File: src/hw/rtl/jtl_pkg.sv
// jtl_pkg: shared types and constants for the JSON token lexer.
// No dependencies; every other file of the lexer but jtl_queue refers to it by scoped names.
package jtl_pkg;

  localparam int CHAR_BITS_DEF = 16;
  localparam int LINE_BITS_DEF = 32;
  localparam int MAX_RESULTS   = 3;
  localparam int QUEUE_DEPTH   = 4;

  typedef enum logic [1:0] {
    MODE_IDLE   = 2'd0,
    MODE_STRING = 2'd1,
    MODE_BARE   = 2'd2
  } mode_t;

  typedef enum logic [1:0] {
    KIND_CHAR  = 2'd0,
    KIND_TOKEN = 2'd1,
    KIND_ERROR = 2'd2,
    KIND_END   = 2'd3
  } kind_t;

  typedef enum logic [3:0] {
    TOK_COMMA  = 4'd0,
    TOK_COLON  = 4'd1,
    TOK_LBRACE = 4'd2,
    TOK_RBRACE = 4'd3,
    TOK_LBRACK = 4'd4,
    TOK_RBRACK = 4'd5,
    TOK_STRING = 4'd6,
    TOK_NUMBER = 4'd7,
    TOK_TRUE   = 4'd8,
    TOK_FALSE  = 4'd9,
    TOK_NULL   = 4'd10
  } tok_t;

  typedef enum logic [2:0] {
    ERR_NONE      = 3'd0,
    ERR_ESCAPE    = 3'd1,
    ERR_HEX_DIGIT = 3'd2,
    ERR_HEX_VALUE = 3'd3,
    ERR_UNKNOWN   = 3'd4,
    ERR_EOF       = 3'd5
  } err_t;

  // One result, minus its character and line.
  typedef struct packed {
    kind_t kind;
    tok_t  tok;
    err_t  err;
  } slot_t;

  // All results of one input character; count is 0..MAX_RESULTS.
  typedef struct packed {
    logic [1:0]              count;
    slot_t [MAX_RESULTS-1:0] slot;
  } meta_t;

endpackage

File: src/hw/rtl/jtl_in_if.sv
// jtl_in_if: valid/ready channel carrying one input character.
// Depends on jtl_pkg for the default width.
interface jtl_in_if #(
  parameter int CHAR_BITS = jtl_pkg::CHAR_BITS_DEF
);
  logic                 valid;
  logic                 ready;
  logic [CHAR_BITS-1:0] char_code;
  logic                 end_of_text;

  modport source (output valid, char_code, end_of_text, input ready);
  modport sink   (input valid, char_code, end_of_text, output ready);
endinterface

File: src/hw/rtl/jtl_out_if.sv
// jtl_out_if: valid/ready channel carrying one lexer result.
// Depends on jtl_pkg for the default widths.
interface jtl_out_if #(
  parameter int CHAR_BITS = jtl_pkg::CHAR_BITS_DEF,
  parameter int LINE_BITS = jtl_pkg::LINE_BITS_DEF
);
  logic                 valid;
  logic                 ready;
  logic [1:0]           result_kind;
  logic [3:0]           token_type;
  logic [CHAR_BITS-1:0] char_value;
  logic [2:0]           error_code;
  logic [LINE_BITS-1:0] line_number;
  logic                 last_of_step;

  modport source (output valid, result_kind, token_type, char_value, error_code,
                  line_number, last_of_step, input ready);
  modport sink   (input valid, result_kind, token_type, char_value, error_code,
                  line_number, last_of_step, output ready);
endinterface

File: src/hw/rtl/jtl_front.sv
// jtl_front: lexer state and per-character classification; emits a bundle
// of up to three results per accepted character. Depends on jtl_pkg, jtl_in_if.
module jtl_front #(
  parameter int CHAR_BITS = jtl_pkg::CHAR_BITS_DEF,
  parameter int LINE_BITS = jtl_pkg::LINE_BITS_DEF
) (
  input  logic                     clk,
  input  logic                     rst,
  jtl_in_if.sink                   char_in,
  input  logic                     q_full,
  output logic                     push,
  output jtl_pkg::meta_t           meta,
  output logic [3*CHAR_BITS-1:0]   chars,
  output logic [LINE_BITS-1:0]     line
);

  typedef struct packed {
    logic          ok;
    jtl_pkg::tok_t tok;
  } cls_t;

  function automatic logic is_ch(input logic [CHAR_BITS-1:0] x, input logic [7:0] a);
    return x == CHAR_BITS'(a);
  endfunction

  function automatic logic in_rng(input logic [CHAR_BITS-1:0] x,
                                  input logic [7:0] lo, input logic [7:0] hi);
    return (x >= CHAR_BITS'(lo)) && (x <= CHAR_BITS'(hi));
  endfunction

  function automatic logic [7:0] kw_true_char(input logic [1:0] p);
    case (p)
      2'd0:    return "t";
      2'd1:    return "r";
      2'd2:    return "u";
      default: return "e";
    endcase
  endfunction

  function automatic logic [7:0] kw_null_char(input logic [1:0] p);
    case (p)
      2'd0:    return "n";
      2'd1:    return "u";
      default: return "l";
    endcase
  endfunction

  function automatic logic [7:0] kw_false_char(input logic [2:0] p);
    case (p)
      3'd0:    return "f";
      3'd1:    return "a";
      3'd2:    return "l";
      3'd3:    return "s";
      3'd4:    return "e";
      default: return 8'h00;
    endcase
  endfunction

  function automatic cls_t classify(input logic [2:0] cd, input logic [2:0] len,
                                    input logic fn);
    cls_t r;
    r.ok = 1'b1;
    if (cd[0] && len == 3'd4)      r.tok = jtl_pkg::TOK_TRUE;
    else if (cd[1] && len == 3'd5) r.tok = jtl_pkg::TOK_FALSE;
    else if (cd[2] && len == 3'd4) r.tok = jtl_pkg::TOK_NULL;
    else if (fn)                   r.tok = jtl_pkg::TOK_NUMBER;
    else begin
      r.ok  = 1'b0;
      r.tok = jtl_pkg::TOK_COMMA;
    end
    return r;
  endfunction

  jtl_pkg::mode_t       mode, mode_next;
  logic                 esc, esc_next;
  logic                 hex, hex_next;
  logic [2:0]           hcnt, hcnt_next;
  logic [15:0]          hacc, hacc_next;
  logic                 hinv, hinv_next;
  logic [2:0]           blen, blen_next;
  logic [2:0]           cand, cand_next;
  logic                 fnum, fnum_next;
  logic                 err, err_next;
  logic [LINE_BITS-1:0] line_count, line_next;
  logic [CHAR_BITS-1:0] chr [jtl_pkg::MAX_RESULTS];
  logic [1:0]           n;
  logic                 accept;

  assign char_in.ready = !q_full;
  assign accept        = char_in.valid && !q_full;
  assign push          = accept && (n != 2'd0);
  assign chars         = {chr[2], chr[1], chr[0]};
  assign line          = line_next;

  always_comb begin
    logic [CHAR_BITS-1:0] c;
    logic                 is_ws, is_dig, is_alpha, term, do_idle, do_add;
    logic [3:0]           hv;
    logic [15:0]          acc_t;
    logic [2:0]           cnt_t, p;
    cls_t                 cls;
    c        = char_in.char_code;
    is_ws    = in_rng(c, 8'h09, 8'h0D) || is_ch(c, 8'h20);
    is_dig   = in_rng(c, "0", "9");
    is_alpha = in_rng(c, "a", "z") || in_rng(c, "A", "Z");
    term     = is_ws || is_ch(c, ",") || is_ch(c, "]") || is_ch(c, "}");
    do_idle  = 1'b0;
    do_add   = 1'b0;
    hv       = 4'd0;
    acc_t    = 16'd0;
    cnt_t    = 3'd0;
    p        = 3'd0;
    cls      = '0;
    mode_next = mode;
    esc_next  = esc;
    hex_next  = hex;
    hcnt_next = hcnt;
    hacc_next = hacc;
    hinv_next = hinv;
    blen_next = blen;
    cand_next = cand;
    fnum_next = fnum;
    err_next  = err;
    line_next = line_count;
    n         = 2'd0;
    meta.slot = '0;
    for (int i = 0; i < jtl_pkg::MAX_RESULTS; i++) chr[i] = '0;

    if (!err) begin
      if (is_ch(c, 8'h0A) && line_count != {LINE_BITS{1'b1}}) line_next = line_count + 1'b1;

      case (mode)
        jtl_pkg::MODE_STRING: begin
          if (esc) begin
            esc_next = 1'b0;
            if (is_ch(c, "\"") || is_ch(c, "\\") || is_ch(c, "/")) begin
              meta.slot[n] = '{jtl_pkg::KIND_CHAR, jtl_pkg::TOK_STRING, jtl_pkg::ERR_NONE};
              chr[n] = c; n = n + 2'd1;
            end else if (is_ch(c, "b") || is_ch(c, "f") || is_ch(c, "n") ||
                         is_ch(c, "r") || is_ch(c, "t")) begin
              meta.slot[n] = '{jtl_pkg::KIND_CHAR, jtl_pkg::TOK_STRING, jtl_pkg::ERR_NONE};
              if (is_ch(c, "b"))      chr[n] = CHAR_BITS'(8'h08);
              else if (is_ch(c, "f")) chr[n] = CHAR_BITS'(8'h0C);
              else if (is_ch(c, "n")) chr[n] = CHAR_BITS'(8'h0A);
              else if (is_ch(c, "r")) chr[n] = CHAR_BITS'(8'h0D);
              else                    chr[n] = CHAR_BITS'(8'h09);
              n = n + 2'd1;
            end else if (is_ch(c, "u")) begin
              hex_next  = 1'b1;
              hcnt_next = 3'd0;
              hacc_next = 16'd0;
              hinv_next = 1'b0;
            end else begin
              err_next = 1'b1;
              meta.slot[n] = '{jtl_pkg::KIND_ERROR, jtl_pkg::TOK_COMMA, jtl_pkg::ERR_ESCAPE};
              n = n + 2'd1;
            end
          end else if (hex) begin
            if (!is_dig && !is_alpha) begin
              err_next = 1'b1;
              meta.slot[n] = '{jtl_pkg::KIND_ERROR, jtl_pkg::TOK_COMMA,
                               jtl_pkg::ERR_HEX_DIGIT};
              n = n + 2'd1;
            end else begin
              if (is_dig) hv = c[3:0];
              else if (in_rng(c, "a", "f") || in_rng(c, "A", "F")) hv = c[3:0] + 4'd9;
              else hinv_next = 1'b1;
              acc_t     = {hacc[11:0], hv};
              cnt_t     = hcnt + 3'd1;
              hacc_next = acc_t;
              hcnt_next = cnt_t;
              if (cnt_t >= 3'd4) begin
                if (hinv_next) begin
                  err_next = 1'b1;
                  meta.slot[n] = '{jtl_pkg::KIND_ERROR, jtl_pkg::TOK_COMMA,
                                   jtl_pkg::ERR_HEX_VALUE};
                  n = n + 2'd1;
                end else begin
                  meta.slot[n] = '{jtl_pkg::KIND_CHAR, jtl_pkg::TOK_STRING,
                                   jtl_pkg::ERR_NONE};
                  chr[n] = CHAR_BITS'(acc_t); n = n + 2'd1;
                  hex_next  = 1'b0;
                  hcnt_next = 3'd0;
                  hacc_next = 16'd0;
                end
              end
            end
          end else if (is_ch(c, "\\")) begin
            esc_next = 1'b1;
          end else if (is_ch(c, "\"")) begin
            mode_next = jtl_pkg::MODE_IDLE;
            meta.slot[n] = '{jtl_pkg::KIND_TOKEN, jtl_pkg::TOK_STRING, jtl_pkg::ERR_NONE};
            n = n + 2'd1;
          end else begin
            meta.slot[n] = '{jtl_pkg::KIND_CHAR, jtl_pkg::TOK_STRING, jtl_pkg::ERR_NONE};
            chr[n] = c; n = n + 2'd1;
          end
        end
        jtl_pkg::MODE_BARE: begin
          if (term) begin
            cls       = classify(cand, blen, fnum);
            mode_next = jtl_pkg::MODE_IDLE;
            if (cls.ok) begin
              meta.slot[n] = '{jtl_pkg::KIND_TOKEN, cls.tok, jtl_pkg::ERR_NONE};
              n = n + 2'd1;
              do_idle = 1'b1;
            end else begin
              err_next = 1'b1;
              meta.slot[n] = '{jtl_pkg::KIND_ERROR, jtl_pkg::TOK_COMMA, jtl_pkg::ERR_UNKNOWN};
              n = n + 2'd1;
            end
          end else begin
            do_add = 1'b1;
          end
        end
        default: do_idle = 1'b1;
      endcase

      // between tokens (also the terminator of a bare token)
      if (do_idle && !is_ws) begin
        if (is_ch(c, ",") || is_ch(c, ":") || is_ch(c, "{") || is_ch(c, "}") ||
            is_ch(c, "[") || is_ch(c, "]")) begin
          meta.slot[n].kind = jtl_pkg::KIND_TOKEN;
          meta.slot[n].err  = jtl_pkg::ERR_NONE;
          if (is_ch(c, ","))      meta.slot[n].tok = jtl_pkg::TOK_COMMA;
          else if (is_ch(c, ":")) meta.slot[n].tok = jtl_pkg::TOK_COLON;
          else if (is_ch(c, "{")) meta.slot[n].tok = jtl_pkg::TOK_LBRACE;
          else if (is_ch(c, "}")) meta.slot[n].tok = jtl_pkg::TOK_RBRACE;
          else if (is_ch(c, "[")) meta.slot[n].tok = jtl_pkg::TOK_LBRACK;
          else                    meta.slot[n].tok = jtl_pkg::TOK_RBRACK;
          n = n + 2'd1;
        end else if (is_ch(c, "\"")) begin
          mode_next = jtl_pkg::MODE_STRING;
          esc_next  = 1'b0;
          hex_next  = 1'b0;
          hcnt_next = 3'd0;
          hacc_next = 16'd0;
          hinv_next = 1'b0;
        end else begin
          mode_next = jtl_pkg::MODE_BARE;
          blen_next = 3'd0;
          cand_next = 3'b111;
          fnum_next = 1'b0;
          do_add    = 1'b1;
        end
      end

      if (do_add) begin
        p = blen_next;
        if (p >= 3'd4 || !is_ch(c, kw_true_char(p[1:0]))) cand_next[0] = 1'b0;
        if (p >= 3'd5 || !is_ch(c, kw_false_char(p)))     cand_next[1] = 1'b0;
        if (p >= 3'd4 || !is_ch(c, kw_null_char(p[1:0]))) cand_next[2] = 1'b0;
        if (p == 3'd0) fnum_next = is_dig || is_ch(c, "-");
        if (p != 3'd7) blen_next = p + 3'd1;
        meta.slot[n] = '{jtl_pkg::KIND_CHAR, jtl_pkg::TOK_COMMA, jtl_pkg::ERR_NONE};
        chr[n] = c; n = n + 2'd1;
      end

      // end of text: close what is open, then report a clean end
      if (char_in.end_of_text && !err_next) begin
        if (mode_next == jtl_pkg::MODE_STRING) begin
          err_next = 1'b1;
          meta.slot[n] = '{jtl_pkg::KIND_ERROR, jtl_pkg::TOK_COMMA, jtl_pkg::ERR_EOF};
          n = n + 2'd1;
        end else if (mode_next == jtl_pkg::MODE_BARE) begin
          cls = classify(cand_next, blen_next, fnum_next);
          if (cls.ok) begin
            meta.slot[n] = '{jtl_pkg::KIND_TOKEN, cls.tok, jtl_pkg::ERR_NONE};
          end else begin
            err_next = 1'b1;
            meta.slot[n] = '{jtl_pkg::KIND_ERROR, jtl_pkg::TOK_COMMA, jtl_pkg::ERR_UNKNOWN};
          end
          n = n + 2'd1;
        end
        if (!err_next) begin
          meta.slot[n] = '{jtl_pkg::KIND_END, jtl_pkg::TOK_COMMA, jtl_pkg::ERR_NONE};
          n = n + 2'd1;
        end
        mode_next = jtl_pkg::MODE_IDLE;
        esc_next  = 1'b0;
        hex_next  = 1'b0;
        hcnt_next = 3'd0;
        hacc_next = 16'd0;
        hinv_next = 1'b0;
      end
    end

    meta.count = n;
  end

  always_ff @(posedge clk) begin
    if (rst) begin
      mode       <= jtl_pkg::MODE_IDLE;
      esc        <= 1'b0;
      hex        <= 1'b0;
      hcnt       <= 3'd0;
      hacc       <= 16'd0;
      hinv       <= 1'b0;
      blen       <= 3'd0;
      cand       <= 3'b111;
      fnum       <= 1'b0;
      err        <= 1'b0;
      line_count <= LINE_BITS'(1);
    end else if (accept) begin
      mode       <= mode_next;
      esc        <= esc_next;
      hex        <= hex_next;
      hcnt       <= hcnt_next;
      hacc       <= hacc_next;
      hinv       <= hinv_next;
      blen       <= blen_next;
      cand       <= cand_next;
      fnum       <= fnum_next;
      err        <= err_next;
      line_count <= line_next;
    end
  end

endmodule

File: src/hw/rtl/jtl_queue.sv
// jtl_queue: small register FIFO of result bundles between front and back.
// Depends on nothing but its parameters.
module jtl_queue #(
  parameter int WIDTH = 8,
  parameter int DEPTH = 4
) (
  input  logic             clk,
  input  logic             rst,
  input  logic             push,
  input  logic [WIDTH-1:0] wdata,
  output logic             full,
  output logic             valid,
  input  logic             pop,
  output logic [WIDTH-1:0] rdata
);

  localparam int PTR_BITS = (DEPTH > 1) ? $clog2(DEPTH) : 1;
  localparam int CNT_BITS = $clog2(DEPTH + 1);

  logic [WIDTH-1:0]    store [DEPTH];
  logic [PTR_BITS-1:0] wr_ptr, rd_ptr;
  logic [CNT_BITS-1:0] level;

  function automatic logic [PTR_BITS-1:0] bump(input logic [PTR_BITS-1:0] q);
    return (q == PTR_BITS'(DEPTH - 1)) ? '0 : q + 1'b1;
  endfunction

  assign full  = (level == CNT_BITS'(DEPTH));
  assign valid = (level != '0);
  assign rdata = store[rd_ptr];

  always_ff @(posedge clk) begin
    if (push) store[wr_ptr] <= wdata;
  end

  always_ff @(posedge clk) begin
    if (rst) begin
      wr_ptr <= '0;
      rd_ptr <= '0;
      level  <= '0;
    end else begin
      if (push) wr_ptr <= bump(wr_ptr);
      if (pop)  rd_ptr <= bump(rd_ptr);
      if (push && !pop)      level <= level + 1'b1;
      else if (pop && !push) level <= level - 1'b1;
    end
  end

endmodule

File: src/hw/rtl/jtl_back.sv
// jtl_back: walks the head bundle one result at a time into the output register.
// Depends on jtl_pkg and jtl_out_if.
module jtl_back #(
  parameter int CHAR_BITS = jtl_pkg::CHAR_BITS_DEF,
  parameter int LINE_BITS = jtl_pkg::LINE_BITS_DEF
) (
  input  logic                   clk,
  input  logic                   rst,
  input  logic                   q_valid,
  input  jtl_pkg::meta_t         meta,
  input  logic [3*CHAR_BITS-1:0] chars,
  input  logic [LINE_BITS-1:0]   line,
  output logic                   q_pop,
  jtl_out_if.source              token_out
);

  logic                 valid;
  logic [1:0]           idx;
  logic                 last;
  logic                 load;
  jtl_pkg::slot_t       slot;
  logic [CHAR_BITS-1:0] chr;
  jtl_pkg::slot_t       o_slot;
  logic [CHAR_BITS-1:0] o_chr;
  logic [LINE_BITS-1:0] o_line;
  logic                 o_last;

  assign last  = (idx == meta.count - 2'd1);
  assign load  = q_valid && (!valid || token_out.ready);
  assign q_pop = load && last;

  always_comb begin
    case (idx)
      2'd1:    begin slot = meta.slot[1]; chr = chars[2*CHAR_BITS-1:CHAR_BITS]; end
      2'd2:    begin slot = meta.slot[2]; chr = chars[3*CHAR_BITS-1:2*CHAR_BITS]; end
      default: begin slot = meta.slot[0]; chr = chars[CHAR_BITS-1:0]; end
    endcase
  end

  always_ff @(posedge clk) begin
    if (rst) begin
      valid <= 1'b0;
      idx   <= 2'd0;
    end else if (load) begin
      valid <= 1'b1;
      idx   <= last ? 2'd0 : idx + 2'd1;
    end else if (token_out.ready) begin
      valid <= 1'b0;
    end
  end

  always_ff @(posedge clk) begin
    if (load) begin
      o_slot <= slot;
      o_chr  <= chr;
      o_line <= line;
      o_last <= last;
    end
  end

  assign token_out.valid        = valid;
  assign token_out.result_kind  = o_slot.kind;
  assign token_out.token_type   = o_slot.tok;
  assign token_out.char_value   = o_chr;
  assign token_out.error_code   = o_slot.err;
  assign token_out.line_number  = o_line;
  assign token_out.last_of_step = o_last;

endmodule

File: src/hw/rtl/json_token_lexer.sv
// json_token_lexer: streaming JSON tokenizer, one character per input request.
// An accepted character's bundle is pushed into the queue, and its results then
// load one at a time into the output register (queue push, then output register).
// One character per cycle while each makes at most one result and token_out is
// ready; a character with several results holds the output register for each, and the
// four-bundle queue between front and back absorbs the bursts.
// Reset (rst, synchronous): idle between tokens, line count 1, queue empty.
module json_token_lexer #(
  parameter int CHAR_BITS = jtl_pkg::CHAR_BITS_DEF,
  parameter int LINE_BITS = jtl_pkg::LINE_BITS_DEF
) (
  input  logic      clk,
  input  logic      rst,
  jtl_in_if.sink    char_in,
  jtl_out_if.source token_out
);

  // Bundle layout in the queue: meta | three characters | line number.
  localparam int META_BITS = $bits(jtl_pkg::meta_t);
  localparam int CHRS_BITS = jtl_pkg::MAX_RESULTS * CHAR_BITS;
  localparam int Q_WIDTH   = META_BITS + CHRS_BITS + LINE_BITS;

  // Front side: lexer state, classification of each character.
  logic                 f_push;
  jtl_pkg::meta_t       f_meta;
  logic [CHRS_BITS-1:0] f_chars;
  logic [LINE_BITS-1:0] f_line;

  // Queue side.
  logic                 q_full;
  logic                 q_valid;
  logic                 q_pop;
  logic [Q_WIDTH-1:0]   q_rdata;

  // Back side view of the head bundle.
  jtl_pkg::meta_t       b_meta;
  logic [CHRS_BITS-1:0] b_chars;
  logic [LINE_BITS-1:0] b_line;

  // The front takes a character whenever the queue has room, regardless of
  // whether the output is stalled; an error stops all further results but
  // characters are still taken and dropped.
  jtl_front #(
    .CHAR_BITS (CHAR_BITS),
    .LINE_BITS (LINE_BITS)
  ) u_front (
    .clk     (clk),
    .rst     (rst),
    .char_in (char_in),
    .q_full  (q_full),
    .push    (f_push),
    .meta    (f_meta),
    .chars   (f_chars),
    .line    (f_line)
  );

  jtl_queue #(
    .WIDTH (Q_WIDTH),
    .DEPTH (jtl_pkg::QUEUE_DEPTH)
  ) u_queue (
    .clk   (clk),
    .rst   (rst),
    .push  (f_push),
    .wdata ({f_meta, f_chars, f_line}),
    .full  (q_full),
    .valid (q_valid),
    .pop   (q_pop),
    .rdata (q_rdata)
  );

  assign b_meta  = jtl_pkg::meta_t'(q_rdata[Q_WIDTH-1 -: META_BITS]);
  assign b_chars = q_rdata[LINE_BITS +: CHRS_BITS];
  assign b_line  = q_rdata[LINE_BITS-1:0];

  // Back side: one result per cycle into the output register while token_out is ready;
  // the bundle is popped when its last result loads.
  jtl_back #(
    .CHAR_BITS (CHAR_BITS),
    .LINE_BITS (LINE_BITS)
  ) u_back (
    .clk       (clk),
    .rst       (rst),
    .q_valid   (q_valid),
    .meta      (b_meta),
    .chars     (b_chars),
    .line      (b_line),
    .q_pop     (q_pop),
    .token_out (token_out)
  );

`ifndef NO_ASSERTIONS
  // Never write a full queue.
  a_no_overflow: assert property (@(posedge clk) disable iff (rst) f_push |-> !q_full)
    else $error("bundle pushed into full queue");

  // Never pop an empty queue.
  a_no_underflow: assert property (@(posedge clk) disable iff (rst) q_pop |-> q_valid)
    else $error("pop from empty queue");

  // Errors and clean ends always close the results of their character.
  a_final_last: assert property (@(posedge clk) disable iff (rst)
      token_out.valid && (token_out.result_kind == jtl_pkg::KIND_ERROR ||
                          token_out.result_kind == jtl_pkg::KIND_END)
      |-> token_out.last_of_step)
    else $error("error or end result not last of its step");

  // Every stored bundle holds at least one result.
  a_bundle_nonempty: assert property (@(posedge clk) disable iff (rst)
      q_valid |-> (b_meta.count != 2'd0))
    else $error("empty bundle in queue");
`endif

endmodule

File: src/flat_wrapper.sv
// flat-port wrapper written by rule: the top's interface ports become plain ports
module json_token_lexer_flat 
#(
  parameter int CHAR_BITS = jtl_pkg::CHAR_BITS_DEF,
  parameter int LINE_BITS = jtl_pkg::LINE_BITS_DEF
)
  (clk, rst, char_in_valid, char_in_char_code, char_in_end_of_text, char_in_ready, token_out_valid, token_out_result_kind, token_out_token_type, token_out_char_value, token_out_error_code, token_out_line_number, token_out_last_of_step, token_out_ready);
  jtl_in_if #(.CHAR_BITS(CHAR_BITS)) char_in_i ();
  jtl_out_if #(.CHAR_BITS(CHAR_BITS), .LINE_BITS(LINE_BITS)) token_out_i ();
  input  logic clk;
  input  logic rst;
  input wire logic [$bits(char_in_i.valid)-1:0] char_in_valid;
  input wire logic [$bits(char_in_i.char_code)-1:0] char_in_char_code;
  input wire logic [$bits(char_in_i.end_of_text)-1:0] char_in_end_of_text;
  output wire logic [$bits(char_in_i.ready)-1:0] char_in_ready;
  output wire logic [$bits(token_out_i.valid)-1:0] token_out_valid;
  output wire logic [$bits(token_out_i.result_kind)-1:0] token_out_result_kind;
  output wire logic [$bits(token_out_i.token_type)-1:0] token_out_token_type;
  output wire logic [$bits(token_out_i.char_value)-1:0] token_out_char_value;
  output wire logic [$bits(token_out_i.error_code)-1:0] token_out_error_code;
  output wire logic [$bits(token_out_i.line_number)-1:0] token_out_line_number;
  output wire logic [$bits(token_out_i.last_of_step)-1:0] token_out_last_of_step;
  input wire logic [$bits(token_out_i.ready)-1:0] token_out_ready;
  assign char_in_i.valid = char_in_valid;
  assign char_in_i.char_code = char_in_char_code;
  assign char_in_i.end_of_text = char_in_end_of_text;
  assign char_in_ready = char_in_i.ready;
  assign token_out_valid = token_out_i.valid;
  assign token_out_result_kind = token_out_i.result_kind;
  assign token_out_token_type = token_out_i.token_type;
  assign token_out_char_value = token_out_i.char_value;
  assign token_out_error_code = token_out_i.error_code;
  assign token_out_line_number = token_out_i.line_number;
  assign token_out_last_of_step = token_out_i.last_of_step;
  assign token_out_i.ready = token_out_ready;
  json_token_lexer #(.CHAR_BITS(CHAR_BITS), .LINE_BITS(LINE_BITS)) u_core (.clk(clk), .rst(rst), .char_in(char_in_i), .token_out(token_out_i));
endmodule
File: config.mk
export PLATFORM = sky130hd
export DESIGN_NAME = json_token_lexer_flat
export DESIGN_NICKNAME = d
export VERILOG_FILES = /design/src/hw/rtl/jtl_pkg.sv /design/src/hw/rtl/jtl_in_if.sv /design/src/hw/rtl/jtl_out_if.sv /design/src/hw/rtl/jtl_front.sv /design/src/hw/rtl/jtl_queue.sv /design/src/hw/rtl/jtl_back.sv /design/src/hw/rtl/json_token_lexer.sv /design/src/flat_wrapper.sv
export SDC_FILE = /design/constraint.sdc
export NUM_CORES = 1
export LEC_CHECK = 0
export BUFFER_PORTS_ARGS = -buffer_cell sky130_fd_sc_hd__buf_2
export CAP_MARGIN = 20
export CORE_UTILIZATION = 25
export DETAILED_ROUTE_END_ITERATION = 12
export HOLD_SLACK_MARGIN = 0.05
export SETUP_SLACK_MARGIN = 0.05
export SYNTH_ARGS = -nofsm -noshare
export SYNTH_HDL_FRONTEND = slang
export SYNTH_SLANG_ARGS = --single-unit
export TNS_END_PERCENT = 50
File: constraint.sdc
create_clock -name clk -period 26.8 [get_ports clk]
set_input_delay 4.02 -clock clk [delete_from_list [all_inputs] [get_ports clk]]
set_output_delay 4.02 -clock clk [all_outputs]
set_load 0.03 [all_outputs]
==> results.cfg <==
[drt]
routed-via-count = 15174
wire_per_inst_um = 20.2
drc_errors = 0
dr.pass1.iters = 5
ant_nets = 0
drt-total-wl_um = 63100
drt_iter0_drc = 1330
viasPerCell = 4.87

[pwr]
peakVddDrop_v = 0.0000587
leakage_nw = 9.28
p_per_area_mw_per_mm2 = 84.0

[logic_synthesis]
synth-simple-area-share = 0.105
synth_cells = 1727
ys_ff_latch = 558
synth_fa_ha_area_frac = 0.0169
synth_cell_type_count = 103
syn_area_per_cell_sq_um = 14.4
synth_common_cells = edfxtp_1 (486), nor2_1 (126), nand2_1 (122)
synth-compound-area-share = 0.0904
ys.flop_type = edfxtp_1
muxShareOfSynthArea = 0.101
synth_area_sq_mm = 0.0249
yosys_warnings = 0
ys_seq_area_frac = 0.644
synth-edff-count = 486
synth_top_area_cell = edfxtp_1
synth_top_family_by_area = simple AND/OR/NAND/NOR gates
yosysMostFrequentCell = edfxtp_1
yosys-top-cells-area = edfxtp_1 (59%), mux4_2 (9.7%), dfxtp_1 (5.8%), nor2_1 (1.9%), nand2_1 (1.8%)
synth_xor_xnor_area_share = 0.0215
synthArstFlopShare = 0
yosys.area.top_type_share = 0.586
synthesis.nets = 1781

[die]
design.core.area_sq_mm = 0.0986
die-area_sq_mm = 0.101
chipHeight_um = 318
start_util = 0.253
io_pins = 81
die_w_um = 318
fp-row-count = 115

[worst_setup_path]
timing.setup.critical_path_class = in -> reg
worst_path_largest_cell_delay_ns = 1.01
worstPathArrival_ns = 11.53
worstSetupStartpointType = primary input
crit_chain = buf_2 -> nor4_1 -> nand2_1 -> nor4_1 -> a2bb2oi_1 -> o211ai_1 -> a21boi_0 -> inv_1 -> ha_1 -> nand2_1 -> o21a_1 -> ha_1 -> nand2_1 -> o21ai_0 -> inv_1 -> ha_1 -> nand2_1 -> o21a_1 -> ha_1 -> mux2_4 -> a21oi_4 -> and2_4 -> buf_4
timing.rr.start = u_core.u_front.blen[2]
cp-end-kind = register
crit_end = u_core.u_queue.store[1][107]
crit_start = char_in_char_code[15]
path_max_fanout = 65
slowest_stage = nor4_1
reg2reg_setup_slack_ns = 19.32
reg2reg_depth = 18
reg2reg_to = u_core.u_queue.store[1][107]
worstPathRequired_ns = 27.01

[cts]
root_buffer = clkbuf_16
cts-resized-gates = 0
cts_setup_buffers = 0
cts_buffers = 52
clkSlewWorstSetupHoldPaths_ns = 0.06
clk_latency_ns = 0.60
clock-sinks = 558
cts_tree = built
cts_buffer_depth = 3
holdBufCountCts = 0
cts.htree.levels = 2

[place]
place_congestion = 0.894
port_buffers = 80
placed_cell_area_sq_mm = 0.0267
pre_cts_slack_ns = 15.01
dpl.hpwl_um = 40800

[timing]
period_share = 0.422
worst_slew_pin_slew_ns = 1.18
slew_viol_final = 0
fmax_mhz = 88.4
clock_skew_ns = 0.0208
setup_violations = 0
hold_viol = 0
maxSlewHeadroom = 0.205
grt_setup_unrepaired = no
tns_ns = 0
post-route-min-period_ns = 11.32
fin_ws_ns = 15.48

[run_status]
status = complete, no violations

[layout]
area_growth_pct = 13.8
stdcell_area_sq_mm = 0.0283
layout-drive-gt1-share = 0.188
layout.nets = 1836
fillers = 9774

[global_route]
overflow = 0
first_global_vias = 15131
grt_max_degree = 73
grt_pass1_wl_um = 96100
antenna_found_initial = 8
gr-usage-all-layers = 0.122

[hold_path]
hold_path_class = reg -> reg

[run]
maxCapViolations = 0
cell families after synthesis:
kind of cell,Yosys count
AND/OR/NAND/NOR,505
multiplexers,116
XOR/XNOR,61
flip-flops,558
adder cells (fa/ha/maj),33
buffers and inverters,133
AO/OA/AOI/OAI,321
area by class of cell:
cell class | instances | area [sq um] | area share
antenna | 4 | 10.0 | 0.000353
clock buffer | 68 | 1390 | 0.0491
clock inverter | 30 | 238 | 0.00839
inverter | 34 | 128 | 0.00450
multi-input combinational | 1036 | 8340 | 0.294
sequential | 558 | 16000 | 0.566
tap | 1287 | 1610 | 0.0568
timing repair buffer | 100 | 571 | 0.0201
state kept, by name, summed over array words and instances, names as in the netlist, 2 cells and up, named ones only:
| register | count |
|---|---|
| u_core.u_front.hcnt | 3 |
| u_core.u_back.token_out.line_number | 32 |
| u_core.u_front.blen | 3 |
| u_core.u_back.token_out.result_kind | 2 |
| u_core.u_back.idx | 2 |
| u_core.u_front.line_count | 32 |
| u_core.u_front.mode | 2 |
| u_core.u_back.token_out.token_type | 4 |
| u_core.u_queue.level | 3 |
| u_core.u_queue.wr_ptr | 2 |
| u_core.u_front.cand | 3 |
| u_core.u_queue.store | 428 |
| u_core.u_back.token_out.error_code | 3 |
| u_core.u_back.token_out.char_value | 16 |
| u_core.u_front.hacc | 12 |
| u_core.u_queue.rd_ptr | 2 |
cell usage in the layout, fill, tap and decap left out, drive strengths merged, types with 10 or more instances in the layout:
cell type | Yosys | final
o21ai | 78 | 78
a21boi | 10 | 10
xor2 | 32 | 32
clkinv | 0 | 22
nor2 | 128 | 128
nand2 | 123 | 123
mux4 | 107 | 107
ha | 32 | 32
clkbuf | 68 | 68
inv | 34 | 38
xnor2 | 29 | 29
or3 | 24 | 24
a22oi | 51 | 51
a211oi | 12 | 12
nand4 | 18 | 18
nor4 | 15 | 15
nor3 | 35 | 35
buf | 31 | 100
and2 | 45 | 45
dfxtp | 72 | 72
a31oi | 13 | 13
a21oi | 70 | 70
and3 | 16 | 16
edfxtp | 486 | 486
nand3 | 41 | 41
nand2b | 15 | 15
per-stage QoR:
step,power (W),instances,hold slack (ns),util
after CTS,0.00242,3112,0.476,0.287
after global placement,0.00169,3014,0.459,0.271
after global routing,0.00248,3114,0.490,0.287
after floorplan,0.00152,1727,0.445,-
after detailed placement,0.00170,3014,0.467,0.271
final,0.00238,3117,0.477,0.287
per-layer routing:
metal | share of wire | global-route usage
met5 | 0.0011 | 0
met2 | 0.47 | 0.198
met4 | 0.024 | 0.0381
met1 | 0.44 | 0.168
met3 | 0.058 | 0.0199
power by group:
| part | total [W] | switching [W] | internal (W) |
|---|---|---|---|
| registers | 0.00114 | 0.0000474 | 0.00109 |
| logic | 0.000530 | 0.000349 | 0.000181 |
| clock network | 0.000713 | 0.000324 | 0.000390 |
worst min path at each step:
stage | from | endpoint | slack [ns] | cells past startpoint
after global routing | u_core.u_front.line_count[26] | u_core.u_front.line_count[26] | 0.49 | 2
final | u_core.u_front.line_count[26] | u_core.u_front.line_count[26] | 0.48 | 2
after global placement | u_core.u_back.token_out.valid | u_core.u_back.token_out.valid | 0.46 | 2
after detailed placement | u_core.u_front.line_count[26] | u_core.u_front.line_count[26] | 0.47 | 2
after floorplan | u_core.u_front.line_count[26] | u_core.u_front.line_count[26] | 0.44 | 2
after CTS | u_core.u_front.line_count[26] | u_core.u_front.line_count[26] | 0.48 | 2
worst max-delay path: cells and delay by family:
kind	cells	cell delay [ns]
buffers and inverters	4	1.13
multiplexers	1	0.28
AO/OA/AOI/OAI	7	1.78
AND/OR/NAND/NOR	7	2.98
adder cells (fa/ha/maj)	4	1.20
Note: power is estimated with default switching activity, not from simulation.
